### src/rtl/smoothstep_polynomial_eval_unit_defines.svh
// ----------------------------------------------------------------------------
// Smoothstep evaluator assertion macros
// Shared concurrent assertion forms for the smoothstep evaluator.
// ----------------------------------------------------------------------------
`ifndef SMOOTHSTEP_POLYNOMIAL_EVAL_UNIT_DEFINES_SVH
`define SMOOTHSTEP_POLYNOMIAL_EVAL_UNIT_DEFINES_SVH

// Same-cycle implication, disabled while reset is asserted.
`define SPE_ASSERT_IMPL(lbl, clk, rstn, ante, cons, msg) \
  lbl: assert property (@(posedge clk) disable iff (!rstn) (ante) |-> (cons)) \
    else $error(msg);

// Next-cycle implication, disabled while reset is asserted.
`define SPE_ASSERT_NEXT(lbl, clk, rstn, ante, cons, msg) \
  lbl: assert property (@(posedge clk) disable iff (!rstn) (ante) |=> (cons)) \
    else $error(msg);

`endif

### src/rtl/spe_pkg.sv
// ----------------------------------------------------------------------------
// Smoothstep evaluator package
// Widths, Horner program tables and the data beat carried along the cell row.
// ----------------------------------------------------------------------------
package spe_pkg;

  localparam int FRAC_BITS = 16;
  localparam int W_W       = FRAC_BITS + 1;   // weight, Q0.F with 1.0 included
  localparam int RES_W     = FRAC_BITS + 2;   // result, Q2.F
  localparam int ACC_W     = FRAC_BITS + 11;  // signed accumulator, holds +-280.0
  localparam int KW_W      = 6;               // signed seed coefficient
  localparam int MAX_STEPS = 6;
  localparam int STEP_W    = $clog2(MAX_STEPS + 1);

  localparam logic [W_W-1:0]   W_ONE   = W_W'(1) << FRAC_BITS;
  localparam logic [RES_W-1:0] RES_ONE = RES_W'(1) << FRAC_BITS;
  localparam logic [RES_W-1:0] RES_MAX = '1;

  // {op, level}: op 0 value, op 1 derivative
  typedef enum logic [2:0] {
    PROG_V_LIN = 3'b000,
    PROG_V_CUB = 3'b001,
    PROG_V_QUI = 3'b010,
    PROG_V_SEP = 3'b011,
    PROG_D_LIN = 3'b100,
    PROG_D_CUB = 3'b101,
    PROG_D_QUI = 3'b110,
    PROG_D_SEP = 3'b111
  } spe_prog_e;

  typedef enum logic [1:0] {
    SCALE_NONE = 2'd0,
    SCALE_X30  = 2'd1,
    SCALE_X140 = 2'd2
  } spe_scale_e;

  typedef struct packed {
    logic signed [ACC_W-1:0] add;
    spe_scale_e              scale;
  } spe_step_t;

  typedef struct packed {
    logic signed [KW_W-1:0]  kw;
    logic signed [ACC_W-1:0] c0;
  } spe_seed_t;

  typedef struct packed {
    logic                    op;
    logic [1:0]              level;
    logic [STEP_W-1:0]       step;
    logic [W_W-1:0]          w;
    logic signed [ACC_W-1:0] acc;
  } spe_data_t;

  function automatic logic signed [ACC_W-1:0] k_fx(input int c);
    return ACC_W'(longint'(c) <<< FRAC_BITS);
  endfunction

  function automatic logic [STEP_W-1:0] n_steps(input logic op, input logic [1:0] level);
    logic [STEP_W-1:0] n;
    case (spe_prog_e'({op, level}))
      PROG_V_LIN: n = STEP_W'(0);
      PROG_V_CUB: n = STEP_W'(2);
      PROG_V_QUI: n = STEP_W'(4);
      PROG_V_SEP: n = STEP_W'(6);
      PROG_D_LIN: n = STEP_W'(0);
      PROG_D_CUB: n = STEP_W'(1);
      PROG_D_QUI: n = STEP_W'(3);
      PROG_D_SEP: n = STEP_W'(5);
      default:    n = STEP_W'(0);
    endcase
    return n;
  endfunction

  // Initial accumulator: kw * w + c0
  function automatic spe_seed_t seed_of(input logic op, input logic [1:0] level);
    spe_seed_t s;
    case (spe_prog_e'({op, level}))
      PROG_V_LIN: begin s.kw = KW_W'(1);   s.c0 = k_fx(0);   end
      PROG_V_CUB: begin s.kw = -KW_W'(2);  s.c0 = k_fx(3);   end
      PROG_V_QUI: begin s.kw = KW_W'(6);   s.c0 = k_fx(-15); end
      PROG_V_SEP: begin s.kw = -KW_W'(20); s.c0 = k_fx(70);  end
      PROG_D_LIN: begin s.kw = KW_W'(0);   s.c0 = k_fx(1);   end
      PROG_D_CUB: begin s.kw = -KW_W'(6);  s.c0 = k_fx(6);   end
      PROG_D_QUI: begin s.kw = KW_W'(1);   s.c0 = k_fx(-2);  end
      PROG_D_SEP: begin s.kw = -KW_W'(1);  s.c0 = k_fx(3);   end
      default:    begin s.kw = KW_W'(0);   s.c0 = k_fx(0);   end
    endcase
    return s;
  endfunction

  // Horner step s: acc = (round(acc * w) + add) * scale
  function automatic spe_step_t step_of(input logic op, input logic [1:0] level,
                                        input logic [STEP_W-1:0] s);
    spe_step_t st;
    st.add   = k_fx(0);
    st.scale = SCALE_NONE;
    case (spe_prog_e'({op, level}))
      PROG_V_QUI: begin
        if (s == STEP_W'(0)) st.add = k_fx(10);
      end
      PROG_V_SEP: begin
        if (s == STEP_W'(0)) st.add = k_fx(-84);
        if (s == STEP_W'(1)) st.add = k_fx(35);
      end
      PROG_D_QUI: begin
        if (s == STEP_W'(0)) begin
          st.add   = k_fx(1);
          st.scale = SCALE_X30;
        end
      end
      PROG_D_SEP: begin
        if (s == STEP_W'(0)) st.add = k_fx(-3);
        if (s == STEP_W'(1)) begin
          st.add   = k_fx(1);
          st.scale = SCALE_X140;
        end
      end
      default: begin
        st.add   = k_fx(0);
        st.scale = SCALE_NONE;
      end
    endcase
    return st;
  endfunction

endpackage

### src/rtl/spe_seed.sv
// ----------------------------------------------------------------------------
// Smoothstep evaluator seed stage
// Saturates the weight and forms the first Horner term of the chosen program.
// ----------------------------------------------------------------------------
module spe_seed (
  input  logic                       clk_i,
  input  logic                       rst_ni,
  input  logic                       valid_i,
  input  logic                       op_i,
  input  logic [1:0]                 level_i,
  input  logic [spe_pkg::W_W-1:0]    weight_i,
  output logic                       valid_o,
  output spe_pkg::spe_data_t         data_o
);

  logic                                         valid_q;
  spe_pkg::spe_data_t                           data_d, data_q;
  logic [spe_pkg::W_W-1:0]                      w_sat;
  logic signed [spe_pkg::W_W:0]                 w_s;
  logic signed [spe_pkg::W_W+spe_pkg::KW_W:0]   kp;
  spe_pkg::spe_seed_t                           sd;

  always_comb begin
    // clamp weights above one to exactly one
    w_sat       = (weight_i > spe_pkg::W_ONE) ? spe_pkg::W_ONE : weight_i;
    w_s         = $signed({1'b0, w_sat});
    sd          = spe_pkg::seed_of(op_i, level_i);
    kp          = w_s * sd.kw;
    data_d.op    = op_i;
    data_d.level = level_i;
    data_d.step  = '0;
    data_d.w     = w_sat;
    data_d.acc   = spe_pkg::ACC_W'(kp) + sd.c0;
  end

  always_ff @(posedge clk_i or negedge rst_ni) begin
    if (!rst_ni) begin
      valid_q <= 1'b0;
    end else begin
      valid_q <= valid_i;
    end
  end

  always_ff @(posedge clk_i) begin
    data_q <= data_d;
  end

  assign valid_o = valid_q;
  assign data_o  = data_q;

endmodule

### config.mk
export PLATFORM = sky130hd
export DESIGN_NAME = spe_seed
export DESIGN_NICKNAME = d
export VERILOG_FILES = /design/src/rtl/smoothstep_polynomial_eval_unit_defines.svh /design/src/rtl/spe_pkg.sv /design/src/rtl/spe_seed.sv
export SDC_FILE = /design/constraint.sdc
export NUM_CORES = 1
export LEC_CHECK = 0
export BUFFER_PORTS_ARGS = -buffer_cell sky130_fd_sc_hd__buf_2
export CORE_MARGIN = 2
export CORE_UTILIZATION = 57
export DETAILED_ROUTE_END_ITERATION = 7
export GPL_TIMING_DRIVEN = 0
export PLACE_DENSITY = 0.78
export SETUP_SLACK_MARGIN = 0.4
export SKIP_CTS_REPAIR_TIMING = 1
export SLEW_MARGIN = 40
export SYNTH_ARGS = -nofsm -noshare
export SYNTH_HDL_FRONTEND = slang
export SYNTH_SLANG_ARGS = --single-unit
### constraint.sdc
create_clock -name clk_i -period 0.8 [get_ports clk_i]
set_input_delay 0.04 -clock clk_i [delete_from_list [all_inputs] [get_ports clk_i]]
set_output_delay 0.04 -clock clk_i [all_outputs]
set_load 0.01 [all_outputs]
==> impl_metrics.ini <==
[finish]
num-fill-cells = 549
antenna_cells = 0
syn_to_final_growth_pct = 33.36
final_area_um2 = 6492
layout_commonest_cell = fa_1
final_cell_mix = fa_1, buf_2, and2_1
layout-drive-gt1-share = 0.3662
stdcell_count = 703
fin_nets = 745

[route]
ant_nets = 0
totalWireLength_um = 12350
firstDrtPassIters = 4
wl_per_cell_um = 17.57
vias_per_cell = 5.660
drt_iter0_drc = 189
vias = 3979
drc = 0

[worst_setup_path]
crit_arrival_ns = 5.08
critPathKind = input pin to flip-flop
endpoint = data_o[22]$_DFF_P_
cp-startpoint = weight_i[3]
startpoint_type = input pin
cp.required_ns = 1.04
end_kind = flip-flop
crit_fanout = 7

[floorplan]
die_y_um = 96.42
dieArea_um2 = 9296
core-area_um2 = 8258
fp-row-count = 33
ios = 74
die_w_um = 96.42
initial_utilization = 0.5895

[power_and_ir_drop]
p_sw_frac = 0.4018
seq_power_share = 0.225
intPower_mw = 8.663
ir_worst_vdd_mv = 1.639
clkPwrFrac = 0.135
p_leak_nw = 3.187
pwr-share-comb = 0.640
p_switching_mw = 5.820
powerDensity_nw_per_um2 = 2231
p_total_mw = 14.48

[placement]
place_ws_ns = -4.924
dp_hpwl_um = 8907
placed_cell_area_um2 = 5652
dp.cells = 665
port_buffers = 70
gp_congestion = 0.9031

[flow_run]
maxCapViolCount = 0

[outcome]
violations = hold timing, setup timing
status = finished with violations

[timing]
grt_setup_unrepaired = true
finalCriticalPeriod_ns = 4.838
postLayoutSetupSlackWorst_ns = -4.038
worst_pin_slew_ns = 0.5014
finalCritPeriodShare = 6.048
max_freq_mhz = 206.7
setup_violations = 37
hold_slack_ns = -0.1683
finalMaxSlewViolations = 0
finalHoldViolCount = 5
relSlewSlack = 0.6657

[yosys]
synth_xor_area_frac = 0.03418
synthCells = 488
synth_simple_gate_area_frac = 0.1946
synth_edf_count = 0
ys_ff_latch = 48
synth_top_family_by_area = adder cells
ys_seq_area_frac = 0.1984
yosysUniqueCellTypes = 47
async_flop_share = 0.02083
synth_compound_area_frac = 0.09149
yosys_warnings = 0
avgSynthCellArea_um2 = 9.976
synth_fa_ha_area_frac = 0.4261
synth_flop_cell = dfxtp_1
synth_area_um2 = 4868
synthMuxAreaShare = 0.008224

[clock_tree]
cts.sinks = 48
clk_path_buf_depth = 2
clk_pin_slew_ns = 0.10
cts_max_level = 2
clock-root-buffer = clkbuf_8
cts_tree = done
cts_buffers = 5

[global_routing]
grt_pass1_wl_um = 17330
grt_pass1_vias = 3754
grtUsageTotal = 0.2441
overflow = 0
antenna_found_initial = 0
grt_max_degree = 15

[min_path]
hold_path.class = input pin to flip-flop
==> sequential cells by signal, summed over array words and instances (netlist names) <==
name and count:
valid_o 1, data_o 47
==> synth_stat cells (4+ instances only) <==
cell type / count / share of area
a21o_1: 10 / 0.015
a21oi_1: 16 / 0.016
nand2b_1: 4 / 0.0051
dfxtp_1: 47 / 0.19
xor2_1: 5 / 0.0090
a211oi_1: 5 / 0.0077
nor2_1: 31 / 0.024
nor4_1: 4 / 0.0051
and3_1: 32 / 0.041
clkbuf_1: 14 / 0.011
nor2b_1: 9 / 0.012
nand2_1: 27 / 0.021
ha_1: 57 / 0.15
o21ai_0: 7 / 0.0072
mux2i_1: 4 / 0.0082
inv_1: 35 / 0.027
and2_1: 55 / 0.071
xnor2_1: 14 / 0.025
a31oi_1: 5 / 0.0064
fa_1: 68 / 0.28
==> worst min-delay path by stage <==
| stage | from | to | slack, ns | cells past startpoint |
|---|---|---|---|---|
| final | valid_i | valid_o$_DFF_PN0_ | -0.17 | 1 |
| after global routing | valid_i | valid_o$_DFF_PN0_ | -0.18 | 1 |
| after CTS | rst_ni | valid_o$_DFF_PN0_ | -0.52 | 1 |
| after detailed placement | rst_ni | valid_o$_DFF_PN0_ | -0.18 | 1 |
| after global placement | rst_ni | valid_o$_DFF_PN0_ | -0.19 | 1 |
| after floorplan | rst_ni | valid_o$_DFF_PN0_ | -0.26 | 0 |
==> routing by layer <==
| layer | wire, um | track usage | vias up | share of wire |
|---|---|---|---|---|
| met5 | 0 | 0 | - | 0 |
| met4 | 261 | 0.06690 | 0 | 0.021 |
| met3 | 720 | 0.02793 | 23 | 0.058 |
| met2 | 6792 | 0.4439 | 136 | 0.55 |
| met1 | 4577 | 0.3072 | 1993 | 0.37 |
| li1 | - | - | 1827 | - |
==> per-stage QoR <==
stage / util / setup TNS (ns)
after floorplan: - / -83.39
after global placement: 0.6844 / -109.73
after detailed placement: 0.6844 / -112.48
after CTS: 0.6997 / -101.10
after global routing: 0.7862 / -91.07
final: 0.7862 / -86.65
==> power groups by stage <==
stage / Clock, mW / Combinational, mW / Sequential, mW
finish: 1.96 / 9.27 / 3.25
global route: 2.09 / 10.1 / 3.30
CTS: 2.03 / 7.60 / 3.20
detailed placement: 0 / 7.55 / 3.25
global placement: 0 / 7.40 / 3.23
floorplan: 0 / 5.25 / 3.61
==> critical path: stages <==
cell and delay (ns):
buf_12 0.11, nor4_4 0.30, nand4_1 0.15, nand2_2 0.16
clkinv_4 0.10, nor2_4 0.18, buf_6 0.16, nand2_4 0.05
fa_1 0.48, fa_1 0.55, inv_1 0.05, fa_1 0.51
fa_2 0.48, inv_2 0.09, fa_2 0.24, nor2b_4 0.05
o31a_1 0.29, or2_1 0.26, o211ai_1 0.28, nand4b_1 0.17
a31oi_2 0.24, xnor2_1 0.14
==> cells by family (layout without fill, tap and decap cells) <==
group / after synthesis / after routing
compound gates: 62 / 62
xor+xnor: 19 / 19
fa+ha+maj: 125 / 125
buf+inv: 56 / 164
flops: 48 / 48
mux: 4 / 4
other cells: 1 / 3
simple gates: 173 / 173
==> final cells by class <==
| cell class | instances | area, um2 | share of cell area |
|---|---|---|---|
| multi-input cells | 386 | 4183 | 0.6442 |
| flip-flops and latches | 48 | 980.9 | 0.1511 |
| clock buffers | 7 | 96.34 | 0.01484 |
| inverters | 36 | 147.6 | 0.02274 |
| plain buffers | 20 | 191.4 | 0.02949 |
| repair buffers | 100 | 732.0 | 0.1127 |
| well taps | 105 | 131.4 | 0.02024 |
| clock inverters | 1 | 30.03 | 0.004625 |
(Power assumes the default switching activity.)
