File: src/rtl/smoothstep_polynomial_eval_unit_defines.svh
// ----------------------------------------------------------------------------
// Smoothstep evaluator assertion macros
// Shared concurrent assertion forms for the smoothstep evaluator.
// ----------------------------------------------------------------------------
`ifndef SMOOTHSTEP_POLYNOMIAL_EVAL_UNIT_DEFINES_SVH
`define SMOOTHSTEP_POLYNOMIAL_EVAL_UNIT_DEFINES_SVH

// Same-cycle implication, disabled while reset is asserted.
`define SPE_ASSERT_IMPL(lbl, clk, rstn, ante, cons, msg) \
  lbl: assert property (@(posedge clk) disable iff (!rstn) (ante) |-> (cons)) \
    else $error(msg);

// Next-cycle implication, disabled while reset is asserted.
`define SPE_ASSERT_NEXT(lbl, clk, rstn, ante, cons, msg) \
  lbl: assert property (@(posedge clk) disable iff (!rstn) (ante) |=> (cons)) \
    else $error(msg);

`endif

File: src/rtl/spe_pkg.sv
// ----------------------------------------------------------------------------
// Smoothstep evaluator package
// Widths, Horner program tables and the data beat carried along the cell row.
// ----------------------------------------------------------------------------
package spe_pkg;

  localparam int FRAC_BITS = 16;
  localparam int W_W       = FRAC_BITS + 1;   // weight, Q0.F with 1.0 included
  localparam int RES_W     = FRAC_BITS + 2;   // result, Q2.F
  localparam int ACC_W     = FRAC_BITS + 11;  // signed accumulator, holds +-280.0
  localparam int KW_W      = 6;               // signed seed coefficient
  localparam int MAX_STEPS = 6;
  localparam int STEP_W    = $clog2(MAX_STEPS + 1);

  localparam logic [W_W-1:0]   W_ONE   = W_W'(1) << FRAC_BITS;
  localparam logic [RES_W-1:0] RES_ONE = RES_W'(1) << FRAC_BITS;
  localparam logic [RES_W-1:0] RES_MAX = '1;

  // {op, level}: op 0 value, op 1 derivative
  typedef enum logic [2:0] {
    PROG_V_LIN = 3'b000,
    PROG_V_CUB = 3'b001,
    PROG_V_QUI = 3'b010,
    PROG_V_SEP = 3'b011,
    PROG_D_LIN = 3'b100,
    PROG_D_CUB = 3'b101,
    PROG_D_QUI = 3'b110,
    PROG_D_SEP = 3'b111
  } spe_prog_e;

  typedef enum logic [1:0] {
    SCALE_NONE = 2'd0,
    SCALE_X30  = 2'd1,
    SCALE_X140 = 2'd2
  } spe_scale_e;

  typedef struct packed {
    logic signed [ACC_W-1:0] add;
    spe_scale_e              scale;
  } spe_step_t;

  typedef struct packed {
    logic signed [KW_W-1:0]  kw;
    logic signed [ACC_W-1:0] c0;
  } spe_seed_t;

  typedef struct packed {
    logic                    op;
    logic [1:0]              level;
    logic [STEP_W-1:0]       step;
    logic [W_W-1:0]          w;
    logic signed [ACC_W-1:0] acc;
  } spe_data_t;

  function automatic logic signed [ACC_W-1:0] k_fx(input int c);
    return ACC_W'(longint'(c) <<< FRAC_BITS);
  endfunction

  function automatic logic [STEP_W-1:0] n_steps(input logic op, input logic [1:0] level);
    logic [STEP_W-1:0] n;
    case (spe_prog_e'({op, level}))
      PROG_V_LIN: n = STEP_W'(0);
      PROG_V_CUB: n = STEP_W'(2);
      PROG_V_QUI: n = STEP_W'(4);
      PROG_V_SEP: n = STEP_W'(6);
      PROG_D_LIN: n = STEP_W'(0);
      PROG_D_CUB: n = STEP_W'(1);
      PROG_D_QUI: n = STEP_W'(3);
      PROG_D_SEP: n = STEP_W'(5);
      default:    n = STEP_W'(0);
    endcase
    return n;
  endfunction

  // Initial accumulator: kw * w + c0
  function automatic spe_seed_t seed_of(input logic op, input logic [1:0] level);
    spe_seed_t s;
    case (spe_prog_e'({op, level}))
      PROG_V_LIN: begin s.kw = KW_W'(1);   s.c0 = k_fx(0);   end
      PROG_V_CUB: begin s.kw = -KW_W'(2);  s.c0 = k_fx(3);   end
      PROG_V_QUI: begin s.kw = KW_W'(6);   s.c0 = k_fx(-15); end
      PROG_V_SEP: begin s.kw = -KW_W'(20); s.c0 = k_fx(70);  end
      PROG_D_LIN: begin s.kw = KW_W'(0);   s.c0 = k_fx(1);   end
      PROG_D_CUB: begin s.kw = -KW_W'(6);  s.c0 = k_fx(6);   end
      PROG_D_QUI: begin s.kw = KW_W'(1);   s.c0 = k_fx(-2);  end
      PROG_D_SEP: begin s.kw = -KW_W'(1);  s.c0 = k_fx(3);   end
      default:    begin s.kw = KW_W'(0);   s.c0 = k_fx(0);   end
    endcase
    return s;
  endfunction

  // Horner step s: acc = (round(acc * w) + add) * scale
  function automatic spe_step_t step_of(input logic op, input logic [1:0] level,
                                        input logic [STEP_W-1:0] s);
    spe_step_t st;
    st.add   = k_fx(0);
    st.scale = SCALE_NONE;
    case (spe_prog_e'({op, level}))
      PROG_V_QUI: begin
        if (s == STEP_W'(0)) st.add = k_fx(10);
      end
      PROG_V_SEP: begin
        if (s == STEP_W'(0)) st.add = k_fx(-84);
        if (s == STEP_W'(1)) st.add = k_fx(35);
      end
      PROG_D_QUI: begin
        if (s == STEP_W'(0)) begin
          st.add   = k_fx(1);
          st.scale = SCALE_X30;
        end
      end
      PROG_D_SEP: begin
        if (s == STEP_W'(0)) st.add = k_fx(-3);
        if (s == STEP_W'(1)) begin
          st.add   = k_fx(1);
          st.scale = SCALE_X140;
        end
      end
      default: begin
        st.add   = k_fx(0);
        st.scale = SCALE_NONE;
      end
    endcase
    return st;
  endfunction

endpackage

File: src/rtl/spe_cell.sv
// ----------------------------------------------------------------------------
// Smoothstep evaluator Horner cell
// Applies the next pending Horner step of a beat, or passes it on unchanged.
// ----------------------------------------------------------------------------
module spe_cell (
  input  logic                clk_i,
  input  logic                rst_ni,
  input  logic                valid_i,
  input  spe_pkg::spe_data_t  data_i,
  output logic                valid_o,
  output spe_pkg::spe_data_t  data_o
);

  localparam int PROD_W = spe_pkg::ACC_W + spe_pkg::W_W;
  localparam logic [PROD_W-1:0] HALF = PROD_W'(1) << (spe_pkg::FRAC_BITS - 1);

  logic                              valid_q;
  spe_pkg::spe_data_t                data_d, data_q;
  spe_pkg::spe_step_t                st;
  logic                              act, neg;
  logic [spe_pkg::ACC_W-1:0]         mag, rnd_mag;
  logic [PROD_W-1:0]                 prod, rnd;
  logic signed [spe_pkg::ACC_W-1:0]  rs, sum, scaled;

  always_comb begin
    act = data_i.step < spe_pkg::n_steps(data_i.op, data_i.level);
    st  = spe_pkg::step_of(data_i.op, data_i.level, data_i.step);
    neg = data_i.acc[spe_pkg::ACC_W-1];
    mag = neg ? (~unsigned'(data_i.acc) + spe_pkg::ACC_W'(1)) : unsigned'(data_i.acc);
    // round to nearest on the magnitude, ties away from zero
    prod    = PROD_W'(mag) * PROD_W'(data_i.w);
    rnd     = (prod + HALF) >> spe_pkg::FRAC_BITS;
    rnd_mag = rnd[spe_pkg::ACC_W-1:0];
    rs      = neg ? -$signed(rnd_mag) : $signed(rnd_mag);
    sum     = rs + st.add;
    case (st.scale)
      spe_pkg::SCALE_NONE: scaled = sum;
      spe_pkg::SCALE_X30:  scaled = (sum <<< 5) - (sum <<< 1);
      spe_pkg::SCALE_X140: scaled = (sum <<< 7) + (sum <<< 3) + (sum <<< 2);
      default:             scaled = sum;
    endcase
    data_d = data_i;
    if (act) begin
      data_d.acc  = scaled;
      data_d.step = data_i.step + spe_pkg::STEP_W'(1);
    end
  end

  always_ff @(posedge clk_i or negedge rst_ni) begin
    if (!rst_ni) begin
      valid_q <= 1'b0;
    end else begin
      valid_q <= valid_i;
    end
  end

  always_ff @(posedge clk_i) begin
    data_q <= data_d;
  end

  assign valid_o = valid_q;
  assign data_o  = data_q;

endmodule

File: config.mk
export PLATFORM = sky130hd
export DESIGN_NAME = spe_cell
export DESIGN_NICKNAME = d
export VERILOG_FILES = /design/src/rtl/smoothstep_polynomial_eval_unit_defines.svh /design/src/rtl/spe_pkg.sv /design/src/rtl/spe_cell.sv
export SDC_FILE = /design/constraint.sdc
export NUM_CORES = 1
export LEC_CHECK = 0
export ABC_AREA = 1
export BUFFER_PORTS_ARGS = -buffer_cell sky130_fd_sc_hd__buf_2
export CORE_ASPECT_RATIO = 0.8
export CORE_MARGIN = 2
export CORE_UTILIZATION = 55
export CTS_CLUSTER_DIAMETER = 30
export DETAILED_ROUTE_END_ITERATION = 10
export PLACE_DENSITY = 0.77
export SYNTH_ARGS = -nofsm -noshare
export SYNTH_HDL_FRONTEND = slang
export SYNTH_SLANG_ARGS = --single-unit
File: constraint.sdc
create_clock -name clk_i -period 0.8 [get_ports clk_i]
set_clock_uncertainty 0.2 [all_clocks]
set_input_delay 0.08 -clock clk_i [delete_from_list [all_inputs] [get_ports clk_i]]
set_output_delay 0.08 -clock clk_i [all_outputs]
set_load 0.01 [all_outputs]
==> flow_summary.json <==
{
  "hold_violations": 33,
  "synth_fp_nets": 3837,
  "antenna_found_initial": 0,
  "grt_overflow_total": 0,
  "yosys_register_bits": 51,
  "htree_levels": 2,
  "crit_slowest_cell": "fa_1",
  "tritoncts": "done",
  "drv_cap": 0,
  "clock.fmax_mhz": 93.3,
  "syn_inst": 3171,
  "multi_input_area_um2": 20900,
  "port_buffers": 103,
  "num_vias": 24576,
  "slew_violations": 0,
  "antenna_cells": 0,
  "synth.cell_area_um2": 22500,
  "coreArea_um2": 40500,
  "setup_ws_ps": -9920,
  "worst_setup_path_end_kind": "flip-flop",
  "rsz0062_at_grt": "yes",
  "hold_buffers": 6,
  "dieWidth_um": 230,
  "worst_pin_slew_ps": 718,
  "post_drt_via_cell_ratio": 5.40,
  "fillers": 2677,
  "final_cell_mix": "buf_4 (726), inv_1 (679), nand2_1 (538), fa_1 (384), nor2_1 (331)",
  "drt_iter0_drc": 2350,
  "dieArea_um2": 42600,
  "worst_hold_slack_ps": -173,
  "syn_to_final_growth_pct": 46.1,
  "fin_crit_ps": 10720,
  "grt_pass1_wl_mm": 132,
  "syn_avg_cell_area_um2": 7.11,
  "path_class": "primary input to flip-flop",
  "netlist-cell-type-count": 58,
  "violations": "hold timing, setup timing",
  "dp_cells": 4427,
  "layout_commonest_cell": "buf_4",
  "cts_root_buffer": "clkbuf_16",
  "ys.flop_type": "dfxtp_1",
  "ys_seq_area_share_pct": 4.55,
  "outcome": "complete, but fails checks",
  "maxSlewHeadroom_pct": 51.6,
  "startpoint_type": "primary input",
  "final_cells": 4552,
  "final_nets": 4673,
  "ios": 104,
  "grt_pass1_vias": 25109,
  "synth-async-reset-ratio_pct": 1.96,
  "wl_per_cell_um": 19.1,
  "hpwl_mm": 70.2,
  "initial_core_util_pct": 55.6,
  "wirelength_mm": 86.9,
  "arrival_ps": 10750,
  "cts_sinks": 51,
  "seq_area_um2": 1050,
  "drcViolationCount": 0,
  "dr.pass1.iters": 5,
  "clk_pin_slew_ps": 90,
  "synth_edf_count": 0,
  "ant_nets": 0,
  "row_count": 66,
  "ys_warn_count": 0,
  "drive_gt1_share_pct": 36.9,
  "clk_path_buf_depth": 2,
  "cp_common_cell": "nand2_2",
  "numCtsBuffers": 5,
  "setup_violations": 81,
  "fin_crit_sh_pct": 1340,
  "required_ps": 830,
  "dieHeight_um": 185,
  "grt_use_total_pct": 40.3,
  "grt_max_degree": 30,
  "gp_congestion": 1.03,
  "critPathMaxFanout": 4,
  "cpPeakStageDelay_ps": 550,
  "hp-class": "primary input to asynchronous set/reset pin"
}
[cells by family after synthesis]
kind of cell,synth area share (%)
adders and majority gates,47.1
buffers and inverters,14.4
DFF,4.55
and+or+nand+nor,23.7
AOI/OAI and AO/OA,7.94
xor gates and xnor gates,2.33
[layer usage]
metal / routed length [um] / track usage [%] / vias to the layer above
met3: 9300 / 8.90 / 260
li1: - / - / 11111
met2: 38400 / 63.3 / 1269
met5: 0 / 0 / -
met4: 3870 / 15.3 / 0
met1: 35300 / 54.8 / 11936
[cells in the mapped netlist (14+ instances only)]
| master | number | share of area (%) |
|---|---|---|
| inv_1 | 747 | 12 |
| nand2_1 | 641 | 11 |
| nor2_1 | 407 | 6.8 |
| fa_1 | 394 | 35 |
| ha_1 | 219 | 12 |
| a21oi_1 | 129 | 2.9 |
| o21ai_0 | 105 | 2.3 |
| nand3_1 | 86 | 1.9 |
| clkbuf_1 | 59 | 0.98 |
| dfxtp_1 | 50 | 4.4 |
| xor2_1 | 43 | 1.7 |
| nand2_2 | 36 | 1.0 |
| nand4_1 | 22 | 0.61 |
| nor3_1 | 19 | 0.42 |
| inv_2 | 18 | 0.30 |
| clkinv_1 | 17 | 0.28 |
| or2_2 | 14 | 0.39 |
[registers in the layout, indices dropped and copies added (netlist names)]
register  cells
valid_o       1
data_o       50
[stage by stage]
stage | setup slack (ps) | utilization, % | setup TNS, ps | hold slack [ps] | instance area, um2
global placement | -10100 | 72.6 | -236480 | -345 | 29400
finish | -9920 | 81.3 | -243650 | -173 | 32900
detailed placement | -10210 | 72.6 | -240140 | -345 | 29400
global route | -10420 | 81.3 | -254060 | -167 | 32900
CTS | -9500 | 77.5 | -231920 | -184 | 31400
floorplan | -9210 | - | -209110 | -416 | 23300
[cell type report]
type	instances	area share [%]
well taps	544	2.07
clock inverters	3	0.141
repair buffers	901	21.5
multi-input cells	2265	63.5
flip-flops and latches	51	3.17
inverters	783	9.18
clock buffers	5	0.380
[worst max path at each step]
stage | startpoint | to | slack, ps | cells past startpoint
5_1_grt | data_i[1] | data_o[26]$_DFF_P_ | -10420 | 73
2_1_floorplan | data_i[0] | data_o[25]$_DFF_P_ | -9210 | 71
6_report | data_i[1] | data_o[25]$_DFF_P_ | -9920 | 68
3_5_place_dp | data_i[2] | data_o[25]$_DFF_P_ | -10210 | 66
4_1_cts | data_i[0] | data_o[26]$_DFF_P_ | -9500 | 69
3_3_place_gp | data_i[2] | data_o[25]$_DFF_P_ | -10100 | 63
[critical path, delay by kind of cell]
family / cells / cell delay (ps)
AOI/OAI and AO/OA: 8 / 1060
and+or+nand+nor: 33 / 3540
xor gates and xnor gates: 2 / 310
buffers and inverters: 15 / 1230
adders and majority gates: 10 / 4490
[what timing repair did]
action | 4_1_cts | 5_1_grt
setup buffers | 64 | 54
pin swaps | 160 | 153
gates resized for setup | 346 | 293
endpoints found under the hold margin | 40 | 32
setup endpoints to repair | 81 | 81
Power is not shown: default switching activity piles up to over one toggle a cycle in this logic, so the estimate is an artifact.
